## src/hdl/gww_pkg.sv

```systemverilog
// shared types and constants of the greedy word-wrap line splitter
`timescale 1ns / 1ps

package gww_pkg;

	localparam logic [7:0]  CODE_CR    = 8'd13;
	localparam logic [7:0]  CODE_LF    = 8'd10;
	localparam logic [7:0]  CODE_SPACE = 8'd32;
	localparam logic [11:0] WIDTH_MAX  = 12'hFFF;

	localparam int QDEPTH    = 4;
	localparam int QPTR_BITS = $clog2(QDEPTH);
	localparam int QCNT_BITS = $clog2(QDEPTH + 1);

	typedef enum logic [1:0] {
		PAIR_NONE,
		PAIR_LF,
		PAIR_CR
	} pair_t;

	typedef struct packed {
		logic [15:0] offset;
		logic [15:0] length;
		logic        is_last;
	} rec_t;

	typedef struct packed {
		logic [1:0] n;
		rec_t       r0;
		rec_t       r1;
	} push_t;

endpackage

```

## src/hdl/gww_front.sv

```systemverilog
// character classifier and line-state update, emits up to two line records per character
`timescale 1ns / 1ps

module gww_front import gww_pkg::*; #(
	parameter int POS_BITS  = 16,
	parameter int CHAR_BITS = 16
) (
	input  logic                 clk,
	input  logic                 arst_n,
	input  logic [11:0]          wrap_width,
	input  logic                 take,
	input  logic [CHAR_BITS-1:0] ch,
	input  logic                 last_char,
	output push_t                push
);

	typedef logic [POS_BITS-1:0] pos_t;

	pos_t        pos_q, begin_q, brk_q, fs_q, ls_q, lsb_q, fsa_q;
	logic        fs_none_q, fsa_none_q;
	logic [11:0] wcnt_q;
	pair_t       pend_q;

	pos_t        pos_d, begin_d, brk_d, fs_d, ls_d, lsb_d, fsa_d;
	logic        fs_none_d, fsa_none_d;
	logic [11:0] wcnt_d;
	pair_t       pend_d;

	pos_t        nxt, brk_gap;
	logic [12:0] cnt;
	logic        is_cr, is_lf, solid, swallow, eol, wrap, solid_before;
	logic        a_v, e_v;
	rec_t        rec_a, rec_e;

	function automatic logic [15:0] to16(input pos_t v);
		logic [POS_BITS+15:0] e;
		e = {16'b0, v};
		return e[15:0];
	endfunction

	function automatic rec_t mk(input logic has, input pos_t first, input pos_t last,
			input pos_t lb);
		rec_t r;
		r.is_last = 1'b0;
		if (has) begin
			r.offset = to16(first);
			r.length = to16(pos_t'(last - first + 1'b1));
		end else begin
			r.offset = to16(lb);
			r.length = '0;
		end
		return r;
	endfunction

	function automatic logic [11:0] sat(input pos_t v);
		logic [POS_BITS+11:0] e;
		e = {12'b0, v};
		return (e > {{POS_BITS{1'b0}}, WIDTH_MAX}) ? WIDTH_MAX : e[11:0];
	endfunction

	assign is_cr   = (ch == CHAR_BITS'(CODE_CR));
	assign is_lf   = (ch == CHAR_BITS'(CODE_LF));
	assign solid   = (ch > CHAR_BITS'(CODE_SPACE));
	assign swallow = (pend_q == PAIR_LF && is_lf) || (pend_q == PAIR_CR && is_cr);
	assign eol     = is_cr || is_lf;
	assign nxt     = pos_q + 1'b1;
	assign brk_gap = pos_q - brk_q;
	assign cnt     = {1'b0, wcnt_q} + 13'd1;
	assign wrap    = (cnt > {1'b0, wrap_width}) && (brk_q != begin_q);
	assign solid_before = !fs_none_q && (pos_t'(fs_q - begin_q) < pos_t'(brk_q - begin_q));

	always_comb begin
		pos_d      = nxt;
		begin_d    = begin_q;
		brk_d      = brk_q;
		wcnt_d     = wcnt_q;
		fs_d       = fs_q;
		fs_none_d  = fs_none_q;
		ls_d       = ls_q;
		lsb_d      = lsb_q;
		fsa_d      = fsa_q;
		fsa_none_d = fsa_none_q;
		pend_d     = PAIR_NONE;
		a_v        = 1'b0;
		e_v        = 1'b0;
		rec_a      = '0;
		rec_e      = '0;
		push       = '0;
		if (swallow) begin
			begin_d    = nxt;
			brk_d      = nxt;
			wcnt_d     = '0;
			fs_none_d  = 1'b1;
			fsa_none_d = 1'b1;
		end else if (eol) begin
			a_v        = 1'b1;
			rec_a      = mk(!fs_none_q, fs_q, ls_q, begin_q);
			begin_d    = nxt;
			brk_d      = nxt;
			wcnt_d     = '0;
			fs_none_d  = 1'b1;
			fsa_none_d = 1'b1;
			pend_d     = is_cr ? PAIR_LF : PAIR_CR;
		end else if (wrap) begin
			a_v        = 1'b1;
			rec_a      = mk(solid_before, fs_q, lsb_q, begin_q);
			begin_d    = brk_q + 1'b1;
			brk_d      = brk_q + 1'b1;
			fs_d       = fsa_q;
			fs_none_d  = fsa_none_q;
			wcnt_d     = sat(brk_gap);
			fsa_none_d = 1'b1;
			if (solid) begin
				if (fsa_none_q) begin
					fs_d      = pos_q;
					fs_none_d = 1'b0;
				end
				ls_d = pos_q;
			end
		end else begin
			wcnt_d = cnt[12] ? WIDTH_MAX : cnt[11:0];
			if (!solid) begin
				brk_d      = pos_q;
				lsb_d      = ls_q;
				fsa_none_d = 1'b1;
			end else begin
				if (fs_none_q) begin
					fs_d      = pos_q;
					fs_none_d = 1'b0;
				end
				if (fsa_none_q) begin
					fsa_d      = pos_q;
					fsa_none_d = 1'b0;
				end
				ls_d = pos_q;
			end
		end
		if (last_char) begin
			if (nxt != begin_d) begin
				e_v   = 1'b1;
				rec_e = mk(!fs_none_d, fs_d, ls_d, begin_d);
			end
			if (e_v) begin
				rec_e.is_last = 1'b1;
			end else begin
				rec_a.is_last = a_v;
			end
			pos_d      = '0;
			begin_d    = '0;
			brk_d      = '0;
			wcnt_d     = '0;
			fs_d       = '0;
			fs_none_d  = 1'b1;
			ls_d       = '0;
			lsb_d      = '0;
			fsa_d      = '0;
			fsa_none_d = 1'b1;
			pend_d     = PAIR_NONE;
		end
		if (a_v) begin
			push.r0 = rec_a;
			push.r1 = rec_e;
			push.n  = e_v ? 2'd2 : 2'd1;
		end else begin
			push.r0 = rec_e;
			push.n  = e_v ? 2'd1 : 2'd0;
		end
		if (!take) begin
			push.n = 2'd0;
		end
	end

	always_ff @(posedge clk or negedge arst_n) begin
		if (!arst_n) begin
			pos_q      <= '0;
			begin_q    <= '0;
			brk_q      <= '0;
			wcnt_q     <= '0;
			fs_q       <= '0;
			fs_none_q  <= 1'b1;
			ls_q       <= '0;
			lsb_q      <= '0;
			fsa_q      <= '0;
			fsa_none_q <= 1'b1;
			pend_q     <= PAIR_NONE;
		end else if (take) begin
			pos_q      <= pos_d;
			begin_q    <= begin_d;
			brk_q      <= brk_d;
			wcnt_q     <= wcnt_d;
			fs_q       <= fs_d;
			fs_none_q  <= fs_none_d;
			ls_q       <= ls_d;
			lsb_q      <= lsb_d;
			fsa_q      <= fsa_d;
			fsa_none_q <= fsa_none_d;
			pend_q     <= pend_d;
		end
	end

`ifndef NO_ASSERTIONS
	a_end_clears: assert property (@(posedge clk) disable iff (!arst_n)
		take && last_char |=> pos_q == '0 && pend_q == PAIR_NONE && fs_none_q)
		else $error("state not cleared after end of text");
	a_wrap_begin: assert property (@(posedge clk) disable iff (!arst_n)
		take && !last_char && !swallow && !eol && wrap |=>
			begin_q == pos_t'($past(brk_q) + 1'b1))
		else $error("wrapped line does not restart after the break");
	a_solid_seen: assert property (@(posedge clk) disable iff (!arst_n)
		take && !last_char && !swallow && !eol && solid |=> !fs_none_q && ls_q == $past(pos_q))
		else $error("solid character not recorded");
`endif

endmodule

```

## src/hdl/gww_queue.sv

```systemverilog
// short record queue between classifier and output, two writes and one read a cycle
`timescale 1ns / 1ps

module gww_queue import gww_pkg::*; (
	input  logic  clk,
	input  logic  arst_n,
	input  push_t push,
	input  logic  pop,
	output logic  room,
	output logic  head_valid,
	output rec_t  head
);

	rec_t                 mem_q [QDEPTH];
	logic [QPTR_BITS-1:0] rd_q, wr_q, wr_next;
	logic [QCNT_BITS-1:0] count_q;
	logic                 do_pop;

	assign head_valid = (count_q != '0);
	assign head       = mem_q[rd_q];
	assign room       = (count_q <= QCNT_BITS'(QDEPTH - 2));
	assign do_pop     = pop && head_valid;
	assign wr_next    = wr_q + 1'b1;

	always_ff @(posedge clk) begin
		if (push.n != 2'd0) begin
			mem_q[wr_q] <= push.r0;
		end
		if (push.n == 2'd2) begin
			mem_q[wr_next] <= push.r1;
		end
	end

	always_ff @(posedge clk or negedge arst_n) begin
		if (!arst_n) begin
			rd_q    <= '0;
			wr_q    <= '0;
			count_q <= '0;
		end else begin
			wr_q    <= wr_q + QPTR_BITS'(push.n);
			rd_q    <= rd_q + QPTR_BITS'(do_pop);
			count_q <= count_q + QCNT_BITS'(push.n) - QCNT_BITS'(do_pop);
		end
	end

`ifndef NO_ASSERTIONS
	a_no_overflow: assert property (@(posedge clk) disable iff (!arst_n)
		count_q <= QCNT_BITS'(QDEPTH))
		else $error("record queue overflow");
	a_pop_only: assert property (@(posedge clk) disable iff (!arst_n)
		do_pop && push.n == 2'd0 |=> count_q == $past(count_q) - 1'b1)
		else $error("record queue count wrong after read");
	a_push_room: assert property (@(posedge clk) disable iff (!arst_n)
		push.n != 2'd0 |-> room)
		else $error("records written without room");
`endif

endmodule

```

## src/hdl/greedy_word_wrap_splitter.sv

```systemverilog
// top level of the greedy word-wrap line splitter
//
// channel   dir  handshake                fields
// in        in   in_valid / in_stall      ch, last_char
// out       out  out_valid / out_stall    line_offset, line_length, is_last
// cfg       in   cfg_valid / cfg_ready    cfg_data (wrap width)
//
// one character per cycle while in_stall is low: the classifier registers the line state per taken character
// a character yields zero to two line records, held in a four-entry record queue
// in_stall rises while fewer than two queue entries are free; records leave one per cycle while out_stall is low
// arst_n clears all line state and sets the wrap width to 80
`timescale 1ns / 1ps

module greedy_word_wrap_splitter import gww_pkg::*; #(
	parameter int POS_BITS  = 16,
	parameter int CHAR_BITS = 16
) (
	input  logic                 clk,
	input  logic                 arst_n,
	input  logic                 in_valid,
	output logic                 in_stall,
	input  logic [CHAR_BITS-1:0] ch,
	input  logic                 last_char,
	output logic                 out_valid,
	input  logic                 out_stall,
	output logic [15:0]          line_offset,
	output logic [15:0]          line_length,
	output logic                 is_last,
	input  logic                 cfg_valid,
	output logic                 cfg_ready,
	input  logic [11:0]          cfg_data
);

	logic [11:0] wrap_width_q;
	logic        take, room;
	push_t       push;
	rec_t        head;

	assign cfg_ready = 1'b1;
	assign in_stall  = !room;
	assign take      = in_valid && room;

	always_ff @(posedge clk or negedge arst_n) begin
		if (!arst_n) begin
			wrap_width_q <= 12'd80;
		end else if (cfg_valid && cfg_ready) begin
			wrap_width_q <= cfg_data;
		end
	end

	gww_front #(
		.POS_BITS  (POS_BITS),
		.CHAR_BITS (CHAR_BITS)
	) u_front (
		.clk        (clk),
		.arst_n     (arst_n),
		.wrap_width (wrap_width_q),
		.take       (take),
		.ch         (ch),
		.last_char  (last_char),
		.push       (push)
	);

	gww_queue u_queue (
		.clk        (clk),
		.arst_n     (arst_n),
		.push       (push),
		.pop        (!out_stall),
		.room       (room),
		.head_valid (out_valid),
		.head       (head)
	);

	assign line_offset = head.offset;
	assign line_length = head.length;
	assign is_last     = head.is_last;

`ifndef NO_ASSERTIONS
	a_stall_no_take: assert property (@(posedge clk) disable iff (!arst_n)
		in_stall |-> push.n == 2'd0)
		else $error("records produced while input stalled");
	a_out_hold: assert property (@(posedge clk) disable iff (!arst_n)
		out_valid && out_stall |=> out_valid && $stable(line_offset) && $stable(line_length))
		else $error("stalled output transaction changed");
	a_cfg_write: assert property (@(posedge clk) disable iff (!arst_n)
		cfg_valid |=> wrap_width_q == $past(cfg_data))
		else $error("wrap width not written");
`endif

endmodule
```

## config.mk

```make
export PLATFORM = sky130hd
export DESIGN_NAME = greedy_word_wrap_splitter
export DESIGN_NICKNAME = d
export VERILOG_FILES = /design/src/hdl/gww_pkg.sv /design/src/hdl/gww_front.sv /design/src/hdl/gww_queue.sv /design/src/hdl/greedy_word_wrap_splitter.sv
export SDC_FILE = /design/constraint.sdc
export NUM_CORES = 1
export LEC_CHECK = 0
export ABC_AREA = 1
export BUFFER_PORTS_ARGS = -buffer_cell sky130_fd_sc_hd__buf_2
export CAP_MARGIN = 20
export CORE_MARGIN = 2
export CORE_UTILIZATION = 35
export CTS_CLUSTER_DIAMETER = 200
export DETAILED_ROUTE_END_ITERATION = 10
export GPL_ROUTABILITY_DRIVEN = 0
export GPL_TIMING_DRIVEN = 1
export HOLD_SLACK_MARGIN = 0.15
export REMOVE_ABC_BUFFERS = 1
export SLEW_MARGIN = 20
export SYNTH_ARGS = -nofsm -noshare
export SYNTH_HDL_FRONTEND = slang
export SYNTH_SLANG_ARGS = --single-unit
```

## constraint.sdc

```tcl
create_clock -name clk -period 6.56 [get_ports clk]
set_input_delay 0.656 -clock clk [delete_from_list [all_inputs] [get_ports clk]]
set_output_delay 0.656 -clock clk [all_outputs]
set_load 0.01 [all_outputs]
```

# Word level (Yosys, flattened, before mapping)
# Memory sizes are Yosys's and may differ from the RTL's.
# Cells that the tools add are included.
# W data, S select, Z words.
# op_classes
n_addsub	17
multipliers	0
div	0
order_cmp	5
n_eq_ne	12
shift	0
muxes	78
bitwise	0
reduce_logical	16
# ops
cell	count
$mux W16	31
$mux W33	6
$mux W32	3
$sub A16 B16 Y16	6
$add A16 B1 Y16 const B	5
$mux W12	6
$mux W35	1
$eq A16 B4 Y1 const B	2
$ne A16 B16 Y1	2
$mux W1	25
$gt A16 B12 Y1 const B	1
$gt A16 B6 Y1 const B	1
$lt A16 B16 Y1	1
$add A12 B1 Y13 const B	1
$gt A13 B12 Y1	1
$mux W2	6
$ne A2 B2 Y1 const B	4
$logic_and A1 B1 Y1	6
$ne A5 B5 Y1 const B	1
$reduce_and A5 Y1	1
$eq A2 B2 Y1 const B	2
$reduce_and A4 Y1	1
$add A3 B2 Y3	1
$le A3 B2 Y1 const B	1
10 further kinds	13
# word_totals
ff_bits	147
latch_bits	0
ramBits	132
romBits	0
in_bits	34
wordCells	144
n_memories	1
# mem_list
name	words	word_bits	rd	rd_clocked_by_memory_dff	wr	line	text
u_queue.mem_q	4	33	1	0	2	gww_queue.sv:14	rec_t mem_q [QDEPTH];

# Longest topological paths before layout
# depth
ltp_word	17
mapped_depth	38
mapped_depth_nobuf	36

# Cells and area by module
# Synthesis repeated with hierarchy kept, for this count alone.
# unflattened
cells_unflattened	3097
area_unflattened_um2	22400.2
# by_module_without_submodules
mod	instances	cells_each	area_each_um2
gww_front	1	2304	14969.4
gww_queue	1	736	6944.2
greedy_word_wrap_splitter	1	57	486.7

# Least setup slack after synthesis
# Ideal clock, no wire load.
# synth_path
path_type	register to register
from	register u_front.wcnt_q[0]
to	memory u_queue.mem_q[0][0] (netlist bit) (enable)
setup_ns	0.469
t_arrival_ns	5.847
required_time_ns	6.091
setup_slack_ns	0.244
stages_incl_launch_ff	29
path_buffers	1
cell_sequence	dfrtp_1 -> ha_1 -> nand2_1 -> nor2_2 -> nand3_1 -> nor2_1 -> nand2_1 -> xnor2_1 -> ha_1 -> nand2_1 -> nand2_1 -> a21oi_1 -> nand2_1 -> nor2_1 -> nand2_2 -> nand2_4 -> buf_6 -> nand3_1 -> nand3_1 -> nand2_1 -> a21oi_1 -> nand2_1 -> nor2_1 -> nand2_2 -> nand2_2 -> inv_1 -> ha_1 -> o21ai_0 -> o21ai_0
# synth_rtl
item	line	text
start, declared	gww_front.sv:21	logic [11:0] wcnt_q;
start signal, assigned	gww_front.sv:190	wcnt_q <= wcnt_d;
end, declared	gww_queue.sv:14	

==> impl_metrics.json <==
{
  "htree_levels": 2,
  "grt_max_degree": 68,
  "mappedNetlistArea_mm2": 0.0223,
  "rsz0062_at_grt": "no",
  "ant_nets": 0,
  "postCtsSetupRepairBufs": 0,
  "worst_ep_required_time_ns": 6.83,
  "ctsLongestPathBuffers": 3,
  "drtIter0Drc": 2284,
  "max_cap_viol_count": 0,
  "max_stage_delay_ns": 0.76,
  "cts_buffers": 36,
  "cts.sinks": 279,
  "grtUsageTotal_pct": 22.5,
  "grt_overflow": 0,
  "worst_pin_slew_ns": 1.17,
  "synthArstFlopShare_pct": 52.7,
  "drc": 0,
  "period_needed_ns": 5.94,
  "grt_pass1_wl_um": 117000,
  "run_status": "finished clean",
  "fin_area_mm2": 0.0246,
  "grt_pass1_vias": 19910,
  "cp.arrival_ns": 6.21,
  "placed_area_mm2": 0.0234,
  "max_freq_ghz": 0.168,
  "end_kind": "flop",
  "startpoint_type": "flop",
  "placed_cells": 3906,
  "fin_cells": 3972,
  "synth.avg_cell_area_um2": 7.20,
  "min_path_type": "input pin to flop",
  "coreArea_mm2": 0.0630,
  "cp_max_fo": 32,
  "wl_um": 75000,
  "cpMostUsedCell": "nand2_1",
  "avgRoutedWirePerCell_um": 18.9,
  "synth-main-ff-cell": "dfrtp_1",
  "timing.slew.headroom_pct": 22.3,
  "drive_above_1_share_pct": 7.84,
  "yosysUniqueCellTypes": 58,
  "period_share_pct": 90.5,
  "viasPerCell": 5.40,
  "vias": 21468,
  "final_util_pct": 39.1,
  "dr.pass1.iters": 5,
  "cts_tree": "done",
  "ys_warn_count": 0,
  "yosysSeqAreaShare_pct": 34.4,
  "fillCellCount": 6587,
  "regToRegSetupSlack_ns": 0.62,
  "num_rows": 92,
  "finalSetupViolCount": 0,
  "diodes": 0,
  "die_y_um": 256,
  "setup_ws_ns": 0.621,
  "cts-root-buf": "clkbuf_16",
  "nets": 3308,
  "dieArea_mm2": 0.0656,
  "ios": 70,
  "finalClockSkew_ns": 0.0409,
  "dpl.hpwl_um": 54000,
  "clkLatencyLatePin_ns": 0.58,
  "io_buffers": 68,
  "maxSlewViolCount": 0,
  "place_ws_ns": 0.556,
  "synth-seq-cells": 279,
  "cts.clk_slew.worst_paths_ns": 0.05,
  "crit_type": "flop to flop",
  "antenna_found_initial": 0,
  "die_w_um": 256,
  "syn_to_final_growth_pct": 10.6,
  "synth-edff-count": 132,
  "cp_slowest_cell": "o21ai_4",
  "start_util_pct": 35.3,
  "finalHoldViolations": 0,
  "synthCells": 3090
}
synth_stat cells (all sizes together) (3+ instances only):
cell type / instances / area (µm²)
nor2: 256 / 987
o21a: 14 / 105
nand4: 39 / 244
xnor2: 32 / 280
dfstp: 4 / 105
o211ai: 17 / 128
a21o: 4 / 30.0
a211oi: 3 / 22.5
nand3b: 18 / 135
nor3: 24 / 135
xor2: 61 / 534
nand3: 322 / 1620
nand2: 818 / 3100
o21ai: 280 / 1450
o21bai: 3 / 22.5
fa: 7 / 140
a31oi: 12 / 75.1
o221ai: 4 / 35.0
inv: 280 / 1050
or2: 16 / 100
dfrtp: 143 / 3580
clkinv: 6 / 22.5
buf: 46 / 313
o31ai: 8 / 60.1
o22ai: 95 / 594
clkbuf: 103 / 387
edfxtp: 132 / 3960
ha: 168 / 2100
a21oi: 155 / 780
critical path, delay by kind of cell (launching register included):
| family | cells | cell delay (ns) |
|---|---|---|
| buf+inv | 4 | 0.85 |
| flops | 1 | 0.41 |
| simple gates | 19 | 2.52 |
| xor+xnor | 1 | 0.15 |
| compound gates | 2 | 0.86 |
| fa+ha+maj | 3 | 0.81 |
logic make-up (layout without fill, tap and decap cells):
logic type                 Yosys count  in the layout  share of synthesized area (%)
and+or+nand+nor                   1498           1498                           28.5
DFF                                279            279                           34.4
adders and majority gates          175            175                           10.1
xor gates and xnor gates            93             93                           3.66
buffers and inverters              435            471                           7.97
muxes                                1              1                         0.0506
other                                1              1                         0.0169
AOI/OAI and AO/OA                  608            608                           15.3
layout by cell type (no fill, tap or decap), types with 49 or more instances in the layout:
master and count:
nand2_1 812, edfxtp_1 132, o21ai_0 258, nor2_1 247, inv_1 272, xor2_1 61
a21oi_1 153, o22ai_1 95, nand3_1 321, ha_1 168, buf_4 49, buf_2 67
dfrtp_1 142
what timing repair did:
action	CTS	global route
endpoints found under the setup margin	0	26
resized for setup	0	2
hold buffers	1	0
endpoints found under the hold margin	57	0
cell type report:
cell class	count	area [µm²]	share of cell area (%)
Sequential cell	279	7650	31.1
Clock buffer	47	1010	4.11
Timing Repair Buffer	120	764	3.10
Multi-Input combinational cell	2376	12900	52.4
Tap cell	846	1060	4.30
Clock inverter	18	158	0.640
Inverter	286	1070	4.36
metal layers:
metal	up-vias	part of all wire, %	GRT usage [%]
met2	896	44	35.4
met1	9922	44	31.1
li1	10486	-	-
met3	164	7.5	3.15
met5	-	0	0
met4	0	3.9	8.89
sequential cells by signal, indices dropped and copies added, names as in the netlist:
register / flops
u_front.begin_q: 16
u_front.brk_q: 16
u_front.fs_none_q: 1
u_front.fs_q: 16
u_front.fsa_none_q: 1
u_front.fsa_q: 16
u_front.ls_q: 16
u_front.lsb_q: 16
u_front.pend_q: 2
u_front.pos_q: 16
u_front.wcnt_q: 12
u_queue.count_q: 3
u_queue.mem_q: 132
u_queue.rd_q: 2
u_queue.wr_q: 2
wrap_width_q: 12
stage by stage:
step                      hold WS, ns  setup TNS [ns]
after floorplan                 0.360         -333.89
after global placement          0.471               0
after detailed placement        0.476               0
after CTS                       0.283               0
after global routing            0.300               0
final                           0.299               0
final timing paths:
kind                                                from                         endpoint  depth (start not counted)
setup / recovery           u_front.wcnt_q[0]$_DFFE_PN0P_   u_queue.mem_q[3][25]$_DFFE_PP_                         29
max in group asynchronous                         arst_n  u_front.begin_q[13]$_DFFE_PN0P_                          3
setup reg to reg           u_front.wcnt_q[0]$_DFFE_PN0P_   u_queue.mem_q[3][25]$_DFFE_PP_                         29
hold / removal                               cfg_data[5]      wrap_width_q[5]$_DFFE_PN0P_                          3
min in group asynchronous                         arst_n      wrap_width_q[5]$_DFFE_PN0P_                          2
hold reg to reg            u_front.wcnt_q[3]$_DFFE_PN0P_    u_front.wcnt_q[3]$_DFFE_PN0P_                          2
Power is left out: the tool's default activity adds up to more than one toggle a clock period on the data nets, which glitch-free logic cannot reach.
